[src/design/versatile_interface_adapter_defines.svh]
// ----------------------------------------------------------------------------
// Versatile interface adapter assertion macros
// Concurrent assertion wrappers shared by the adapter RTL files.
// ----------------------------------------------------------------------------
`ifndef VERSATILE_INTERFACE_ADAPTER_DEFINES_SVH
`define VERSATILE_INTERFACE_ADAPTER_DEFINES_SVH

`ifndef ASSERT_OFF

// clocked assertion, disabled while reset is high
`define VIA_ASSERT(lbl, clk, rst, prop, msg) \
   lbl: assert property (@(posedge clk) disable iff (rst) prop) else $error(msg);

// clocked assertion, also checked during reset
`define VIA_ASSERT_ALWAYS(lbl, clk, prop, msg) \
   lbl: assert property (@(posedge clk) prop) else $error(msg);

`else

`define VIA_ASSERT(lbl, clk, rst, prop, msg)
`define VIA_ASSERT_ALWAYS(lbl, clk, prop, msg)

`endif

`endif

[src/design/via_pkg.sv]
// ----------------------------------------------------------------------------
// via_pkg
// Types and codes shared by the versatile interface adapter modules.
// ----------------------------------------------------------------------------
package via_pkg;

   // transaction function codes
   localparam logic [2:0] FUNC_READ  = 3'd0;
   localparam logic [2:0] FUNC_WRITE = 3'd1;
   localparam logic [2:0] FUNC_TICK  = 3'd2;
   localparam logic [2:0] FUNC_PIN_A = 3'd3;
   localparam logic [2:0] FUNC_PIN_B = 3'd4;

   // register map
   localparam logic [3:0] REG_PORTB    = 4'd0;
   localparam logic [3:0] REG_PORTA    = 4'd1;
   localparam logic [3:0] REG_DIRB     = 4'd2;
   localparam logic [3:0] REG_DIRA     = 4'd3;
   localparam logic [3:0] REG_T1_LOW   = 4'd4;
   localparam logic [3:0] REG_T1_HIGH  = 4'd5;
   localparam logic [3:0] REG_T1L_LOW  = 4'd6;
   localparam logic [3:0] REG_T1L_HIGH = 4'd7;
   localparam logic [3:0] REG_T2_LOW   = 4'd8;
   localparam logic [3:0] REG_T2_HIGH  = 4'd9;
   localparam logic [3:0] REG_SR       = 4'd10;
   localparam logic [3:0] REG_ACR      = 4'd11;
   localparam logic [3:0] REG_PCR      = 4'd12;
   localparam logic [3:0] REG_IFR      = 4'd13;
   localparam logic [3:0] REG_IER      = 4'd14;
   localparam logic [3:0] REG_PORTA_NH = 4'd15;

   // interrupt flag bit positions
   localparam int FLAG_CA2 = 0;
   localparam int FLAG_CA1 = 1;
   localparam int FLAG_SR  = 2;
   localparam int FLAG_CB2 = 3;
   localparam int FLAG_CB1 = 4;
   localparam int FLAG_T2  = 5;
   localparam int FLAG_T1  = 6;
   localparam int FLAG_W   = 7;

   // control register bits
   localparam int ACR_T1_FREE_BIT = 6;
   localparam int PCR_CA2_BIT     = 1;
   localparam int IER_SET_BIT     = 7;

   typedef logic [FLAG_W-1:0] flags_type;

   typedef struct packed {
      logic [2:0]  func;
      logic [3:0]  reg_addr;
      logic [7:0]  write_data;
      logic        pin_level;
      logic [15:0] elapsed;
   } item_type;

   typedef struct packed {
      logic [7:0] read_data;
      logic       irq;
      logic       ca2_out;
   } result_type;

   typedef struct packed {
      logic [15:0] count;
      logic        running;
      logic        underflow;
   } timer_next_type;

endpackage

[src/design/via_timer.sv]
// ----------------------------------------------------------------------------
// via_timer
// Count-down step for one timer: subtract elapsed time, stop on underflow.
// ----------------------------------------------------------------------------
module via_timer (
   input  logic [15:0]              count,
   input  logic                     running,
   input  logic [15:0]              elapsed,
   output via_pkg::timer_next_type  nxt
);
   import via_pkg::*;

   logic borrow;

   // underflow only when going below zero; exactly zero keeps running
   assign borrow = count < elapsed;

   always_comb begin
      nxt.count     = count;
      nxt.running   = running;
      nxt.underflow = 1'b0;
      if (running) begin
         if (borrow) begin
            nxt.count     = '0;
            nxt.running   = 1'b0;
            nxt.underflow = 1'b1;
         end else begin
            nxt.count = count - elapsed;
         end
      end
   end

endmodule

[src/design/via_core.sv]
// ----------------------------------------------------------------------------
// via_core
// Register file, timers and interrupt logic; applies one transaction per
// cycle while exec_en is high; reads use the old state, irq and ca2 the new.
// ----------------------------------------------------------------------------
`include "versatile_interface_adapter_defines.svh"

module via_core (
   input  logic                 clock,
   input  logic                 reset,
   input  logic                 exec_en,
   input  via_pkg::item_type    item,
   output via_pkg::result_type  result
);
   import via_pkg::*;

   logic [7:0]  port_a_ff, port_a_in;
   logic [7:0]  port_b_ff, port_b_in;
   logic [7:0]  dir_a_ff, dir_a_in;
   logic [7:0]  dir_b_ff, dir_b_in;
   logic [15:0] t1_count_ff, t1_count_in;
   logic [15:0] t1_latch_ff, t1_latch_in;
   logic [15:0] t2_count_ff, t2_count_in;
   logic        t1_run_ff, t1_run_in;
   logic        t2_run_ff, t2_run_in;
   logic [7:0]  shift_ff, shift_in;
   logic [7:0]  acr_ff, acr_in;
   logic [7:0]  pcr_ff, pcr_in;
   flags_type   ifr_ff, ifr_in;
   flags_type   ier_ff, ier_in;

   flags_type      flag_clr;
   flags_type      flag_set;
   logic [7:0]     rd;
   logic [7:0]     b;
   timer_next_type t1_nxt;
   timer_next_type t2_nxt;

   assign b = item.write_data;

   // timer count-down steps
   via_timer u_t1 (
      .count   (t1_count_ff),
      .running (t1_run_ff),
      .elapsed (item.elapsed),
      .nxt     (t1_nxt)
   );

   via_timer u_t2 (
      .count   (t2_count_ff),
      .running (t2_run_ff),
      .elapsed (item.elapsed),
      .nxt     (t2_nxt)
   );

   // transaction decode and next state
   always_comb begin
      port_a_in   = port_a_ff;
      port_b_in   = port_b_ff;
      dir_a_in    = dir_a_ff;
      dir_b_in    = dir_b_ff;
      t1_count_in = t1_count_ff;
      t1_latch_in = t1_latch_ff;
      t2_count_in = t2_count_ff;
      t1_run_in   = t1_run_ff;
      t2_run_in   = t2_run_ff;
      shift_in    = shift_ff;
      acr_in      = acr_ff;
      pcr_in      = pcr_ff;
      ier_in      = ier_ff;
      flag_clr    = '0;
      flag_set    = '0;
      rd          = '0;

      if (exec_en) begin
         case (item.func)
            FUNC_READ: begin
               case (item.reg_addr)
                  REG_PORTB: begin
                     rd = port_b_ff;
                     flag_clr[FLAG_CB1] = 1'b1;
                     flag_clr[FLAG_CB2] = 1'b1;
                  end
                  REG_PORTA: begin
                     rd = port_a_ff;
                     flag_clr[FLAG_CA1] = 1'b1;
                     flag_clr[FLAG_CA2] = 1'b1;
                  end
                  REG_DIRB:     rd = dir_b_ff;
                  REG_DIRA:     rd = dir_a_ff;
                  REG_T1_LOW: begin
                     rd = t1_count_ff[7:0];
                     flag_clr[FLAG_T1] = 1'b1;
                  end
                  REG_T1_HIGH:  rd = t1_count_ff[15:8];
                  REG_T1L_LOW:  rd = t1_latch_ff[7:0];
                  REG_T1L_HIGH: rd = t1_latch_ff[15:8];
                  REG_T2_LOW: begin
                     rd = t2_count_ff[7:0];
                     flag_clr[FLAG_T2] = 1'b1;
                  end
                  REG_T2_HIGH:  rd = t2_count_ff[15:8];
                  REG_SR: begin
                     rd = shift_ff;
                     flag_clr[FLAG_SR] = 1'b1;
                  end
                  REG_ACR:      rd = acr_ff;
                  REG_PCR:      rd = pcr_ff;
                  REG_IFR:      rd = {|(ifr_ff & ier_ff), ifr_ff};
                  REG_IER:      rd = {1'b1, ier_ff};
                  REG_PORTA_NH: rd = port_a_ff;
                  default:      rd = '0;
               endcase
            end

            FUNC_WRITE: begin
               case (item.reg_addr)
                  REG_PORTB: begin
                     port_b_in = (b & dir_b_ff) | (port_b_ff & ~dir_b_ff);
                     flag_clr[FLAG_CB1] = 1'b1;
                     flag_clr[FLAG_CB2] = 1'b1;
                  end
                  REG_PORTA: begin
                     port_a_in = (b & dir_a_ff) | (port_a_ff & ~dir_a_ff);
                     flag_clr[FLAG_CA1] = 1'b1;
                     flag_clr[FLAG_CA2] = 1'b1;
                  end
                  REG_DIRB: dir_b_in = b;
                  REG_DIRA: dir_a_in = b;
                  REG_T1_LOW, REG_T1L_LOW: t1_latch_in = {t1_latch_ff[15:8], b};
                  REG_T1_HIGH: begin
                     // latch high byte first, then load the counter from it
                     t1_latch_in = {b, t1_latch_ff[7:0]};
                     t1_count_in = {b, t1_latch_ff[7:0]};
                     t1_run_in   = 1'b1;
                     flag_clr[FLAG_T1] = 1'b1;
                  end
                  REG_T1L_HIGH: begin
                     t1_latch_in = {b, t1_latch_ff[7:0]};
                     flag_clr[FLAG_T1] = 1'b1;
                  end
                  REG_T2_LOW: begin
                     t2_count_in = {8'h00, b};
                     t2_run_in   = 1'b0;
                     flag_clr[FLAG_T2] = 1'b1;
                  end
                  REG_T2_HIGH: begin
                     t2_count_in = t2_count_ff + {b, 8'h00};
                     t2_run_in   = 1'b1;
                     flag_clr[FLAG_T2] = 1'b1;
                  end
                  REG_SR: begin
                     shift_in = b;
                     flag_clr[FLAG_SR] = 1'b1;
                  end
                  REG_ACR: begin
                     acr_in = b;
                     if (b[ACR_T1_FREE_BIT]) begin
                        t1_run_in = 1'b1;
                     end
                  end
                  REG_PCR: pcr_in = b;
                  REG_IFR: flag_clr = b[FLAG_W-1:0];
                  REG_IER: begin
                     if (b[IER_SET_BIT]) begin
                        ier_in = ier_ff | b[FLAG_W-1:0];
                     end else begin
                        ier_in = ier_ff & ~b[FLAG_W-1:0];
                     end
                  end
                  REG_PORTA_NH: port_a_in = (b & dir_a_ff) | (port_a_ff & ~dir_a_ff);
                  default: begin
                  end
               endcase
            end

            FUNC_TICK: begin
               t1_count_in = t1_nxt.count;
               t1_run_in   = t1_nxt.running;
               t2_count_in = t2_nxt.count;
               t2_run_in   = t2_nxt.running;
               flag_set[FLAG_T1] = t1_nxt.underflow;
               flag_set[FLAG_T2] = t2_nxt.underflow;
            end

            FUNC_PIN_A: port_a_in = item.pin_level ? (port_a_ff | b) : (port_a_ff & ~b);
            FUNC_PIN_B: port_b_in = item.pin_level ? (port_b_ff | b) : (port_b_ff & ~b);

            default: begin
            end
         endcase
      end

      // only one of set and clear is active for any transaction
      ifr_in = (ifr_ff & ~flag_clr) | flag_set;
   end

   // read data from the current state, irq and ca2 from the updated state
   assign result.read_data = rd;
   assign result.irq       = |(ifr_in & ier_in);
   assign result.ca2_out   = pcr_in[PCR_CA2_BIT];

   // state registers
   always_ff @(posedge clock) begin
      if (reset) begin
         port_a_ff   <= '0;
         port_b_ff   <= '0;
         dir_a_ff    <= '0;
         dir_b_ff    <= '0;
         t1_count_ff <= '0;
         t1_latch_ff <= '0;
         t2_count_ff <= '0;
         t1_run_ff   <= 1'b0;
         t2_run_ff   <= 1'b0;
         shift_ff    <= '0;
         acr_ff      <= '0;
         pcr_ff      <= '0;
         ifr_ff      <= '0;
         ier_ff      <= '0;
      end else begin
         port_a_ff   <= port_a_in;
         port_b_ff   <= port_b_in;
         dir_a_ff    <= dir_a_in;
         dir_b_ff    <= dir_b_in;
         t1_count_ff <= t1_count_in;
         t1_latch_ff <= t1_latch_in;
         t2_count_ff <= t2_count_in;
         t1_run_ff   <= t1_run_in;
         t2_run_ff   <= t2_run_in;
         shift_ff    <= shift_in;
         acr_ff      <= acr_in;
         pcr_ff      <= pcr_in;
         ifr_ff      <= ifr_in;
         ier_ff      <= ier_in;
      end
   end

   // assertions
   `VIA_ASSERT(a_t1_underflow_stops, clock, reset,
      (exec_en && item.func == FUNC_TICK && t1_nxt.underflow) |=>
      (!t1_run_ff && t1_count_ff == 16'h0000 && ifr_ff[FLAG_T1]), "t1 underflow not applied")
   `VIA_ASSERT(a_t1_low_read_clears, clock, reset,
      (exec_en && item.func == FUNC_READ && item.reg_addr == REG_T1_LOW) |=> !ifr_ff[FLAG_T1],
      "t1 low read did not clear flag")
   `VIA_ASSERT(a_idle_holds_flags, clock, reset,
      !exec_en |=> ($stable(ifr_ff) && $stable(t1_count_ff) && $stable(t2_count_ff)),
      "state changed without a transaction")

endmodule

[src/design/versatile_interface_adapter.sv]
// ----------------------------------------------------------------------------
// versatile_interface_adapter
// Sixteen-register 6522-style peripheral: ports, two timers, interrupts.
// ----------------------------------------------------------------------------
// Each transaction (bus read, bus write, time tick or pin change) is captured
// in an input register, applied to the register file and timers once the
// result register is free or draining, and its result lands in an output
// register that drives rsp_valid; one transaction is accepted every cycle
// as long as results are taken. The throughput is set by the single update
// stage, whose longest path is the 16-bit timer subtract and compare.
// ----------------------------------------------------------------------------
`include "versatile_interface_adapter_defines.svh"

module versatile_interface_adapter (
   input  logic        clock,
   input  logic        reset,
   input  logic        req_valid,
   output logic        req_ready,
   input  logic [2:0]  req_func,
   input  logic [3:0]  req_reg_addr,
   input  logic [7:0]  req_write_data,
   input  logic        req_pin_level,
   input  logic [15:0] req_elapsed,
   output logic        rsp_valid,
   input  logic        rsp_ready,
   output logic [7:0]  rsp_read_data,
   output logic        rsp_irq,
   output logic        rsp_ca2_out
);
   import via_pkg::*;

   logic       in_valid_ff;
   item_type   item_ff;
   logic       rsp_valid_ff;
   result_type rsp_ff;
   result_type result;
   logic       exec_fire;
   logic       req_fire;

   // execute when an item waits and the result register is free or draining
   assign exec_fire = in_valid_ff && (!rsp_valid_ff || rsp_ready);
   assign req_ready = !in_valid_ff || exec_fire;
   assign req_fire  = req_valid && req_ready;

   // input register
   always_ff @(posedge clock) begin
      if (reset) begin
         in_valid_ff <= 1'b0;
      end else if (req_ready) begin
         in_valid_ff <= req_valid;
      end
   end

   always_ff @(posedge clock) begin
      if (req_fire) begin
         item_ff.func       <= req_func;
         item_ff.reg_addr   <= req_reg_addr;
         item_ff.write_data <= req_write_data;
         item_ff.pin_level  <= req_pin_level;
         item_ff.elapsed    <= req_elapsed;
      end
   end

   // register file, timers and interrupt logic
   via_core u_core (
      .clock   (clock),
      .reset   (reset),
      .exec_en (exec_fire),
      .item    (item_ff),
      .result  (result)
   );

   // result register
   always_ff @(posedge clock) begin
      if (reset) begin
         rsp_valid_ff <= 1'b0;
      end else if (exec_fire) begin
         rsp_valid_ff <= 1'b1;
      end else if (rsp_ready) begin
         rsp_valid_ff <= 1'b0;
      end
   end

   always_ff @(posedge clock) begin
      if (exec_fire) begin
         rsp_ff <= result;
      end
   end

   assign rsp_valid     = rsp_valid_ff;
   assign rsp_read_data = rsp_ff.read_data;
   assign rsp_irq       = rsp_ff.irq;
   assign rsp_ca2_out   = rsp_ff.ca2_out;

   // assertions
   `VIA_ASSERT(a_accept_loads_stage, clock, reset,
      req_fire |=> in_valid_ff, "accepted transaction lost at input stage")
   `VIA_ASSERT(a_exec_loads_result, clock, reset,
      exec_fire |=> rsp_valid_ff, "executed transaction produced no result")
   `VIA_ASSERT(a_stall_blocks_input, clock, reset,
      (in_valid_ff && rsp_valid_ff && !rsp_ready) |-> !req_ready,
      "input accepted while both stages full and stalled")

endmodule

[config.mk]
export PLATFORM = sky130hd
export DESIGN_NAME = versatile_interface_adapter
export DESIGN_NICKNAME = d
export VERILOG_FILES = /design/src/design/via_pkg.sv /design/src/design/via_timer.sv /design/src/design/via_core.sv /design/src/design/versatile_interface_adapter.sv
export VERILOG_INCLUDE_DIRS = /design/src /design/src/design
export SDC_FILE = /design/constraint.sdc
export NUM_CORES = 1
export LEC_CHECK = 0
export ABC_AREA = 0
export BUFFER_PORTS_ARGS = -buffer_cell sky130_fd_sc_hd__buf_2
export CORE_MARGIN = 2
export CORE_UTILIZATION = 60
export DETAILED_ROUTE_END_ITERATION = 7
export PLACE_DENSITY = 0.78
export SLEW_MARGIN = 20
export SYNTH_ARGS = -nofsm -noshare
export SYNTH_HDL_FRONTEND = slang
export SYNTH_SLANG_ARGS = --single-unit
[constraint.sdc]
create_clock -name clock -period 6.4 [get_ports clock]
set_input_delay 1.28 -clock clock [delete_from_list [all_inputs] [get_ports clock]]
set_output_delay 1.28 -clock clock [all_outputs]
set_load 0.005 [all_outputs]
==> results of run 1 <==
## routing by layer
layer | global-route usage (%) | vias up | share of wire [%]
met5 | 0 | - | 0.098
met4 | 13.9 | 2 | 3.8
met3 | 9.14 | 94 | 12
met2 | 50.5 | 532 | 43
met1 | 47.3 | 4244 | 41
li1 | - | 4086 | -
## report_power, final
part | internal, mW | total, mW | switching (mW)
Clock | 0.546 | 0.995 | 0.449
Sequential | 1.08 | 1.10 | 0.0216
Combinational | 0.0744 | 0.228 | 0.154
Total | 1.70 | 2.33 | 0.625
## worst min-delay path, cell delays in order (launching register included)
cell	delay, ns
dfxtp_1	0.31
nand2_1	0.05
a21oi_1	0.05
## through the flow
stage / instances / hold slack (ns) / cell area (um^2)
floorplan: 1091 / 0.436 / 9770
global placement: 1305 / 0.444 / 10100
detailed placement: 1305 / 0.452 / 10100
CTS: 1337 / 0.460 / 10700
global route: 1337 / 0.481 / 10700
finish: 1337 / 0.464 / 10700
## cell type report
type / instances / area, um^2 / area share, %
timing repair buffer: 62 / 350 / 3.28
multi-input combinational: 829 / 5660 / 53.0
inverter: 34 / 128 / 1.20
clock buffer: 20 / 478 / 4.48
clock inverter: 12 / 88.8 / 0.832
sequential: 164 / 3700 / 34.7
tap: 216 / 270 / 2.53
## Yosys cell counts, types with 7 or more instances
cell / n
a2111oi_0: 10
a2111oi_1: 8
a211oi_1: 15
a21o_1: 7
a21oi_1: 89
a221oi_1: 15
a22oi_1: 20
a31oi_1: 15
and3_1: 10
buf_1: 7
buf_2: 15
clkbuf_1: 37
dfxtp_1: 122
edfxtp_1: 42
ha_1: 39
inv_1: 33
mux2_2: 10
mux2i_1: 72
nand2_1: 65
nand2b_1: 16
nand3_1: 27
nor2_1: 143
nor2b_1: 17
nor3_1: 34
o21a_1: 10
o21ai_0: 49
o21ai_1: 7
or2_2: 7
xnor2_1: 18
## registers in the layout (all words and copies together) (netlist names), 16 cells and up, named ones only
| signal | flops |
|---|---|
| item_ff | 32 |
| u_core.t1_count_ff | 16 |
| u_core.t2_count_ff | 16 |
| u_core.t1_latch_ff | 16 |
## placed cells by master (no fill, tap or decap), types with 7 or more instances in the layout
cell type  synthesis  final
a2111oi_0         10     10
o21ai_0           49     49
and3_1            10     10
nand2_1           65     65
nand2b_1          16     16
a221oi_1          15     15
nor2b_1           17     17
inv_1             33     33
nor2_1           143    143
edfxtp_1          42     42
o21ai_1            7      7
xnor2_1           18     18
a21o_1             7      7
nor3_1            34     34
ha_1              39     39
mux2_2            10     10
nand3_1           27     27
mux2i_1           72     72
or2_2              7      7
a22oi_1           20     20
a2111oi_1          8      8
a211oi_1          15     15
buf_4              2     16
buf_2             15     46
a21oi_1           89     89
a31oi_1           15     15
clkbuf_16          0     18
dfxtp_1          122    122
o21a_1            10     10
## kinds of logic (layout without fill, tap and decap cells)
logic type | Yosys count | in the layout | synth area share, %
buffers and inverters | 98 | 128 | 4.25
xor gates and xnor gates | 24 | 24 | 2.15
and+or+nand+nor | 362 | 362 | 18.3
adders and majority gates | 42 | 42 | 5.61
AOI/OAI and AO/OA | 318 | 318 | 23.0
DFF | 164 | 164 | 37.9
muxes | 83 | 83 | 8.76
## how the worst max path moves through the flow
stage,start,end,slack [ns]
3_5_place_dp,rsp_ready,u_core.dir_b_ff[7],2.36
6_report,rsp_ready,u_core.dir_b_ff[7],2.72
5_1_grt,rsp_ready,u_core.dir_b_ff[7],2.59
2_1_floorplan,rsp_ready,u_core.dir_b_ff[7],3.46
4_1_cts,rsp_ready,u_core.dir_b_ff[7],2.81
3_3_place_gp,rsp_ready,u_core.dir_b_ff[5],2.49
==> reports/results.ini, run 1 <==
[synthesis]
synthFlopType=dfxtp_1
synth_top_area_share_pct=25.0
syn-mean-instance-area_um2=8.96
synth_edf_count=42
yosysSeqAreaShare_pct=37.9
synth.distinct_cells=98
ys_ff_latch=164
syn-cell-area_um2=9770
syn_inst=1091
ys_async_sr_fraction_pct=0
ys_warn_count=0
syn-num-nets=1169
netlist_top_cells_area=dfxtp_1 (25%), edfxtp_1 (13%), mux2i_1 (7.4%)
synth_top_cell_by_area=dfxtp_1

[critical_path]
max_stage_delay_ns=0.73
r2r_start=item_ff[27]
cp-end-kind=flip-flop
r2r_setup_slack_ns=3.11
cp_cell_sequence=buf_2, nand2b_1, nand2_1, inv_1, nand2_1, nor3_2, mux2i_1, nor2_1
path_buf_inv=2
r2r-end=u_core.t1_count_ff[15]
worstSetupStartpointType=input port
cp_top_family=simple AND/OR/NAND/NOR gates
cp.arrival_ns=3.97
cp_common_cell=nand2_1
path_max_fanout=14
cpMaxStageDelayCell=nor3_2
r2r_cells=8
cp.depth=8
path_class=input port to flip-flop
required_ns=6.70

[clock_tree]
cts_max_path_buffers=2
htree_levels=4
post_cts_buffers=0
cts.sinks=164
cts-buffers-inserted=17
hold_buffers=0
cts_tree=yes
clk_pin_slew_ns=0.07
cts_resized=0
cts-root-buf=clkbuf_16
clkLatencyLatePin_ns=0.44

[drt]
route.detailed.drc=0
ant_nets=0
num_vias=8958
drt-vias-per-instance=6.70
drt_iter0_markers=1198
first_pass_iters=6
finalWirelength_um=29500
avgRoutedWirePerCell_um=22.0

[global_route]
antenna_found_initial=0
grt_use_total_pct=34.1
grt_max_degree=68
grt_pass1_vias=8224
grt_pass1_wl_um=46100
grt.overflow.total=0

[min_path]
min_to=u_core.t1_latch_ff[14]
min_path_type=flip-flop to flip-flop
min_path_cells=2
hp-start=u_core.t1_latch_ff[14]

[layout]
area_growth_pct=9.22
layout-drive-gt1-share_pct=13.2
diodes=0
fin_nets=1186
fill_cells=1324
post-route-util_pct=67.2

[die]
dieArea_um2=17300
rows=46
die_x_um=132
ios=48
core_area_um2=15900
die_h_um=132
initial_core_util_pct=61.5

[sta]
hold_viol=0
grt_setup_unrepaired=no
fin_skew_ns=0.0124
setup_ws_ns=2.72
setup_tns_ns=0
clock.fmax_mhz=272
period_share_pct=57.4
slew_headroom_pct=27.6
final-setup-viol-count=0
final_max_slew_viol_count=0
tightest_slew_ns=1.08
period_minus_slack_ns=3.68

[placed_design]
gp_congestion=0.973
numPortBuffers=47
place_hpwl_um=20500
pre_cts_slack_ns=2.36

[outcome]
status=finished clean

[pwr]
power_density_nw_per_um2=218
total_power_mw=2.33
ir_worst_vdd_uv=201
leakage_nw=4.15

[flow_run]
maxCapViolations=0

Note: power is estimated with default switching activity, not from simulation.
==> run 2, diff against run 1 <==
--- a/config.mk
+++ b/config.mk
@@ -6,7 +6,7 @@
 export SDC_FILE = /design/constraint.sdc
 export NUM_CORES = 1
 export LEC_CHECK = 0
-export ABC_AREA = 0
+export ABC_AREA = 1
 export BUFFER_PORTS_ARGS = -buffer_cell sky130_fd_sc_hd__buf_2
 export CORE_MARGIN = 2
 export CORE_UTILIZATION = 60
==> constraint.sdc (replaced) <==
create_clock -name clock -period 3.4 [get_ports clock]
set_input_delay 0.68 -clock clock [delete_from_list [all_inputs] [get_ports clock]]
set_output_delay 0.68 -clock clock [all_outputs]
set_load 0.005 [all_outputs]
==> run 2 against run 1 <==
Effect of this change: the flow now finishes with violations (DRC); largest power group unchanged; power increased by 96%; die area shrank 0.35%; highest routed layer is now met4; worst setup slack lost 1.8 ns; sequential share of layout area down 0.21 points; clock skew is 0.0011 ns higher; critical path depth fell by 2.
==> reports/results.ini, run 2 <==
[drt]
num_vias=9916
drt_iter0_markers=1479
avgRoutedWirePerCell_um=18.7
first_pass_iters=8
wl_met3_um=3570
drt-vias-per-instance=5.96
ant_nets=0
finalWirelength_um=31200
highest_layer=met4
dr_wl_met2_um=13400
route.detailed.drc=3
wl_met1_um=13300

[synthesis]
syn-mean-instance-area_um2=6.96
ys_ff_latch=164
ys_async_sr_fraction_pct=0
synth_edf_count=42
syn_inst=1400
synth.distinct_cells=45
synthFlopType=dfxtp_1
ys_warn_count=0
synth_top_area_share_pct=25.1
synthTopCellsByCount=nand2_1 (315), inv_1 (182), a21oi_1 (171)
syn-cell-area_um2=9740
yosysSeqAreaShare_pct=38.0
netlist_top_cells_area=dfxtp_1 (25%), edfxtp_1 (13%), nand2_1 (12%)
synth_top_cell_by_area=dfxtp_1
yosysMostFrequentCell=nand2_1
syn-num-nets=1478

[critical_path]
cp-end-kind=flip-flop
r2r_setup_slack_ns=0.95
cp_cell_sequence=nor2_1, nand2_1, o22ai_2, nand3_1, a21oi_1, nor3_1
path_buf_inv=0
r2r_start=item_ff[28]
path_class=flip-flop to flip-flop
cpMaxStageDelayCell=o22ai_2
cp.depth=6
max_stage_delay_ns=0.66
required_ns=3.71
r2r_cells=6
path_max_fanout=19
cp_top_family=simple AND/OR/NAND/NOR gates
worstSetupStartpointType=flip-flop
startpoint=item_ff[28]
cp.arrival_ns=2.76

[sta]
tightest_slew_ns=0.946
final_max_slew_viol_count=0
clock.fmax_mhz=408
period_minus_slack_ns=2.45
setup_ws_ns=0.951
slew_headroom_pct=36.7
hold_ws_ns=0.400
final-setup-viol-count=0
grt_setup_unrepaired=no
hold_viol=0
period_share_pct=72.0
setup_tns_ns=0
fin_skew_ns=0.0135

[clock_tree]
cts-root-buf=clkbuf_16
clkLatencyLatePin_ns=0.45
cts.sinks=164
post_cts_buffers=0
clk_pin_slew_ns=0.08
cts_tree=yes
cts_max_path_buffers=2
cts_resized=0
cts-buffers-inserted=17
hold_buffers=0
htree_levels=4

[layout]
fill_cells=1395
ff_latch_area_um2=3700
multi_input_area_um2=5120
post-route-util_pct=67.6
area_growth_pct=10.3
mostFrequentLayoutCells=nand2_1 (315), inv_1 (182), a21oi_1 (171), dfxtp_1 (122), nand3_1 (120)
layout-drive-gt1-share_pct=8.43
final_common_cell=nand2_1
largest_reg_flops=32
fin_cells=1663
fin_nets=1512
largest_register=item_ff
diodes=0
design_area_um2=10700

[pwr]
power_density_nw_per_um2=425
total_power_mw=4.56
leakage_nw=4.80
ir_worst_vdd_uv=530

[placed_design]
numPortBuffers=47
place_hpwl_um=22800
placed_area_um2=10100
pre_cts_slack_ns=0.925
place_inst=1631
gp_congestion=1.02

[global_route]
grt_pass1_vias=8790
grt.overflow.total=0
grt_pass1_wl_um=47900
grt_max_degree=76
grt_use_total_pct=35.7
antenna_found_initial=0

[die]
die_h_um=131
dieArea_um2=17300
rows=46
ios=48
core_area_um2=15900
die_x_um=131
initial_core_util_pct=61.3

[outcome]
violations=DRC
status=complete, but fails checks

[min_path]
min_path_type=input port to flip-flop

[flow_run]
maxCapViolations=0

-- run 2: where the power goes --
part,total [mW],internal (mW),leakage [nW],switching (mW)
clock network,2.00,1.06,0.300,0.937
registers,2.10,2.04,1.39,0.0560
logic,0.466,0.136,3.11,0.330
total,4.56,3.24,4.80,1.32
-- run 2: cell type report --
| type | count | area share [%] |
|---|---|---|
| clock buffer | 17 | 3.96 |
| sequential | 164 | 34.5 |
| inverter | 189 | 6.61 |
| timing repair buffer | 60 | 3.10 |
| tap | 216 | 2.52 |
| multi-input combinational | 1002 | 47.7 |
| clock inverter | 15 | 1.68 |
-- run 2: cell families after synthesis --
family          after synthesis  synth area share (%)
fa+ha+maj                    42                  5.63
simple gates                604                  26.5
xor+xnor                     15                  1.35
buf+inv                     234                  9.44
flops                       164                  38.0
compound gates              341                  19.0
-- run 2: how the worst min path moves through the flow --
stage / from / end / slack (ns) / depth (start not counted)
2_1_floorplan: u_core.pcr_ff[2] / u_core.pcr_ff[2] / 0.43 / 2
3_3_place_gp: u_core.shift_ff[1] / u_core.shift_ff[1] / 0.45 / 2
3_5_place_dp: u_core.shift_ff[1] / u_core.shift_ff[1] / 0.46 / 2
4_1_cts: req_elapsed[13] / item_ff[13] / 0.40 / 1
5_1_grt: req_pin_level / item_ff[16] / 0.40 / 1
6_report: req_elapsed[1] / item_ff[1] / 0.40 / 1
-- run 2: metal layers --
metal | vias to the layer above | track usage (%)
met3 | 91 | 7.87
li1 | 4752 | -
met4 | 0 | 11.2
met2 | 559 | 52.8
met1 | 4514 | 51.8
met5 | - | 0
==> run 3, diff against run 2 <==
==> constraint.sdc (replaced) <==
create_clock -name clock -period 2.35 [get_ports clock]
set_input_delay 0.47 -clock clock [delete_from_list [all_inputs] [get_ports clock]]
set_output_delay 0.47 -clock clock [all_outputs]
set_load 0.005 [all_outputs]
==> run 3 against run 2 <==
Effect of this change: the run now ends clean; worst setup slack worse by 0.80 ns; fmax up 11%; power up 43%; combinational power up 62%; cell area up 3.4%; utilization up 2.3 points; flip-flop and latch count unchanged; cell count up 2.4%; clock power up 38%; die area unchanged; largest power group unchanged.
==> reports/results.ini, run 3 (same netlist as run 2, synthesis figures left out) <==
[outcome]
status=finished clean

[die]
dieArea_um2=17300
core_area_um2=15900
rows=46
die_h_um=131
die_x_um=131
ios=48
initial_core_util_pct=61.3

[clock_tree]
htree_levels=4
cts-root-buf=clkbuf_16
cts.sinks=164
cts-buffers-inserted=17
clk_pin_slew_ns=0.07
cts_max_path_buffers=2
cts_tree=yes
clkLatencyLatePin_ns=0.44

[sta]
final_max_slew_viol_count=0
hold_ws_ns=0.198
clock.fmax_mhz=455
tightest_slew_ns=0.609
setup_tns_ns=0
period_share_pct=93.6
fin_skew_ns=0.00960
hold_viol=0
period_minus_slack_ns=2.20
final-setup-viol-count=0
slew_headroom_pct=59.3

[critical_path]
path_buf_inv=3
path_max_fanout=7
max_stage_delay_ns=0.40
cp.arrival_ns=2.53
required_ns=2.68
path_class=flip-flop to flip-flop
cp_cell_sequence=inv_1, ha_1, inv_1, fa_2, nand3_2, nand2_2, nand2_1, nand2_2, nand2_1, nand2_1, nand2_4, clkinvlp_4, nand2_2, a21oi_1
startpoint=u_core.t2_count_ff[0]
r2r_setup_slack_ns=0.15
cp-end-kind=flip-flop
worstSetupStartpointType=flip-flop
cpMaxStageDelayCell=fa_2
endpoint=u_core.t2_count_ff[8]
r2r_start=u_core.t2_count_ff[0]
r2r-end=u_core.t2_count_ff[8]
cp_top_family=simple AND/OR/NAND/NOR gates
r2r_cells=14
cp.depth=14

[drt]
finalWirelength_um=31800
route.detailed.drc=0
first_pass_iters=6
avgRoutedWirePerCell_um=18.7
ant_nets=0
num_vias=10161
drt_iter0_markers=1216
drt-vias-per-instance=5.97

[placed_design]
numPortBuffers=47
placed_area_um2=10400
gp_congestion=1.02
place_hpwl_um=23500
place_inst=1665

[pwr]
leakage_nw=4.99
total_power_mw=6.55
ir_worst_vdd_uv=608
power_density_nw_per_um2=590

[layout]
layout-drive-gt1-share_pct=11.8
largest_reg_flops=32
fin_cells=1703
fill_cells=1426
fin_nets=1551
ff_latch_area_um2=3700
largest_register=item_ff
final_common_cell=nand2_1
mostFrequentLayoutCells=nand2_1 (309), inv_1 (181), a21oi_1 (170), dfxtp_1 (122), nand3_1 (114)
area_growth_pct=14.0
multi_input_area_um2=5180
design_area_um2=11100

[global_route]
grt_pass1_vias=9145
grt.overflow.total=0
grt_use_total_pct=36.4
antenna_found_initial=1
grt_max_degree=76
grt_pass1_wl_um=48800

[min_path]
min_path_type=input port to flip-flop

[flow_run]
maxCapViolations=0

[run 3: changes by cell type in the layout (fill, tap and decap cells not counted), sizes merged]
cell / change
clkinvlp: +3
clkbuf: +3
buf: +38
diode: +1
inv: -8
clkinv: +3
[run 3: worst reg2reg max path: cells and delay by family (launching register included)]
family,cells,cell delay (ns)
compound gates,1,0.07
buf+inv,3,0.39
simple gates,8,0.76
flops,1,0.34
fa+ha+maj,2,0.55
[run 3: worst min-delay path by stage]
stage                            start                  to  slack, ns  cells past startpoint
floorplan             u_core.pcr_ff[2]    u_core.pcr_ff[2]       0.43                      2
global placement    u_core.shift_ff[2]  u_core.shift_ff[2]       0.45                      2
detailed placement  u_core.shift_ff[1]  u_core.shift_ff[1]       0.45                      2
CTS                    req_elapsed[12]         item_ff[12]       0.19                      1
global route         req_write_data[2]         item_ff[19]       0.19                      1
finish                   req_pin_level         item_ff[16]       0.20                      1
[run 3: per-layer routing]
layer / global-route usage [%] / up-vias / part of all wire [%]
li1: - / 4832 / -
met5: 0 / - / 0
met2: 52.8 / 598 / 43
met3: 12.3 / 98 / 12
met4: 12.8 / 0 / 3.1
met1: 50.6 / 4633 / 42
[run 3: what timing repair did]
action | 4_1_cts | 5_1_grt
cloned | 0 | 1
hold buffers | 0 | 0
resized for setup | 1 | 18
pin swaps | 0 | 5
setup endpoints to repair | 14 | 32
setup buffers | 0 | 4
[run 3: through the flow]
step                      setup slack (ns)  utilization, %
after floorplan                      0.339               -
after CTS                        0.0000717            69.2
final                                0.150            69.9
after detailed placement           -0.0597            65.5
after global placement              0.0555            65.5
after global routing              -0.00807            69.9
[run 3: final cells by class]
type	count	share of cell area, %
clock buffer	20	4.11
timing repair inverter	1	0.0676
multi-input combinational	1002	46.7
tap	216	2.43
antenna	1	0.0225
inverter	189	6.42
timing repair buffer	98	5.79
sequential	164	33.4
clock inverter	12	1.09
[run 3: where the power goes]
group / internal (mW) / switching (mW)
Clock: 1.53 / 1.24
Sequential: 2.96 / 0.0551
Combinational: 0.233 / 0.524
Total: 4.73 / 1.82
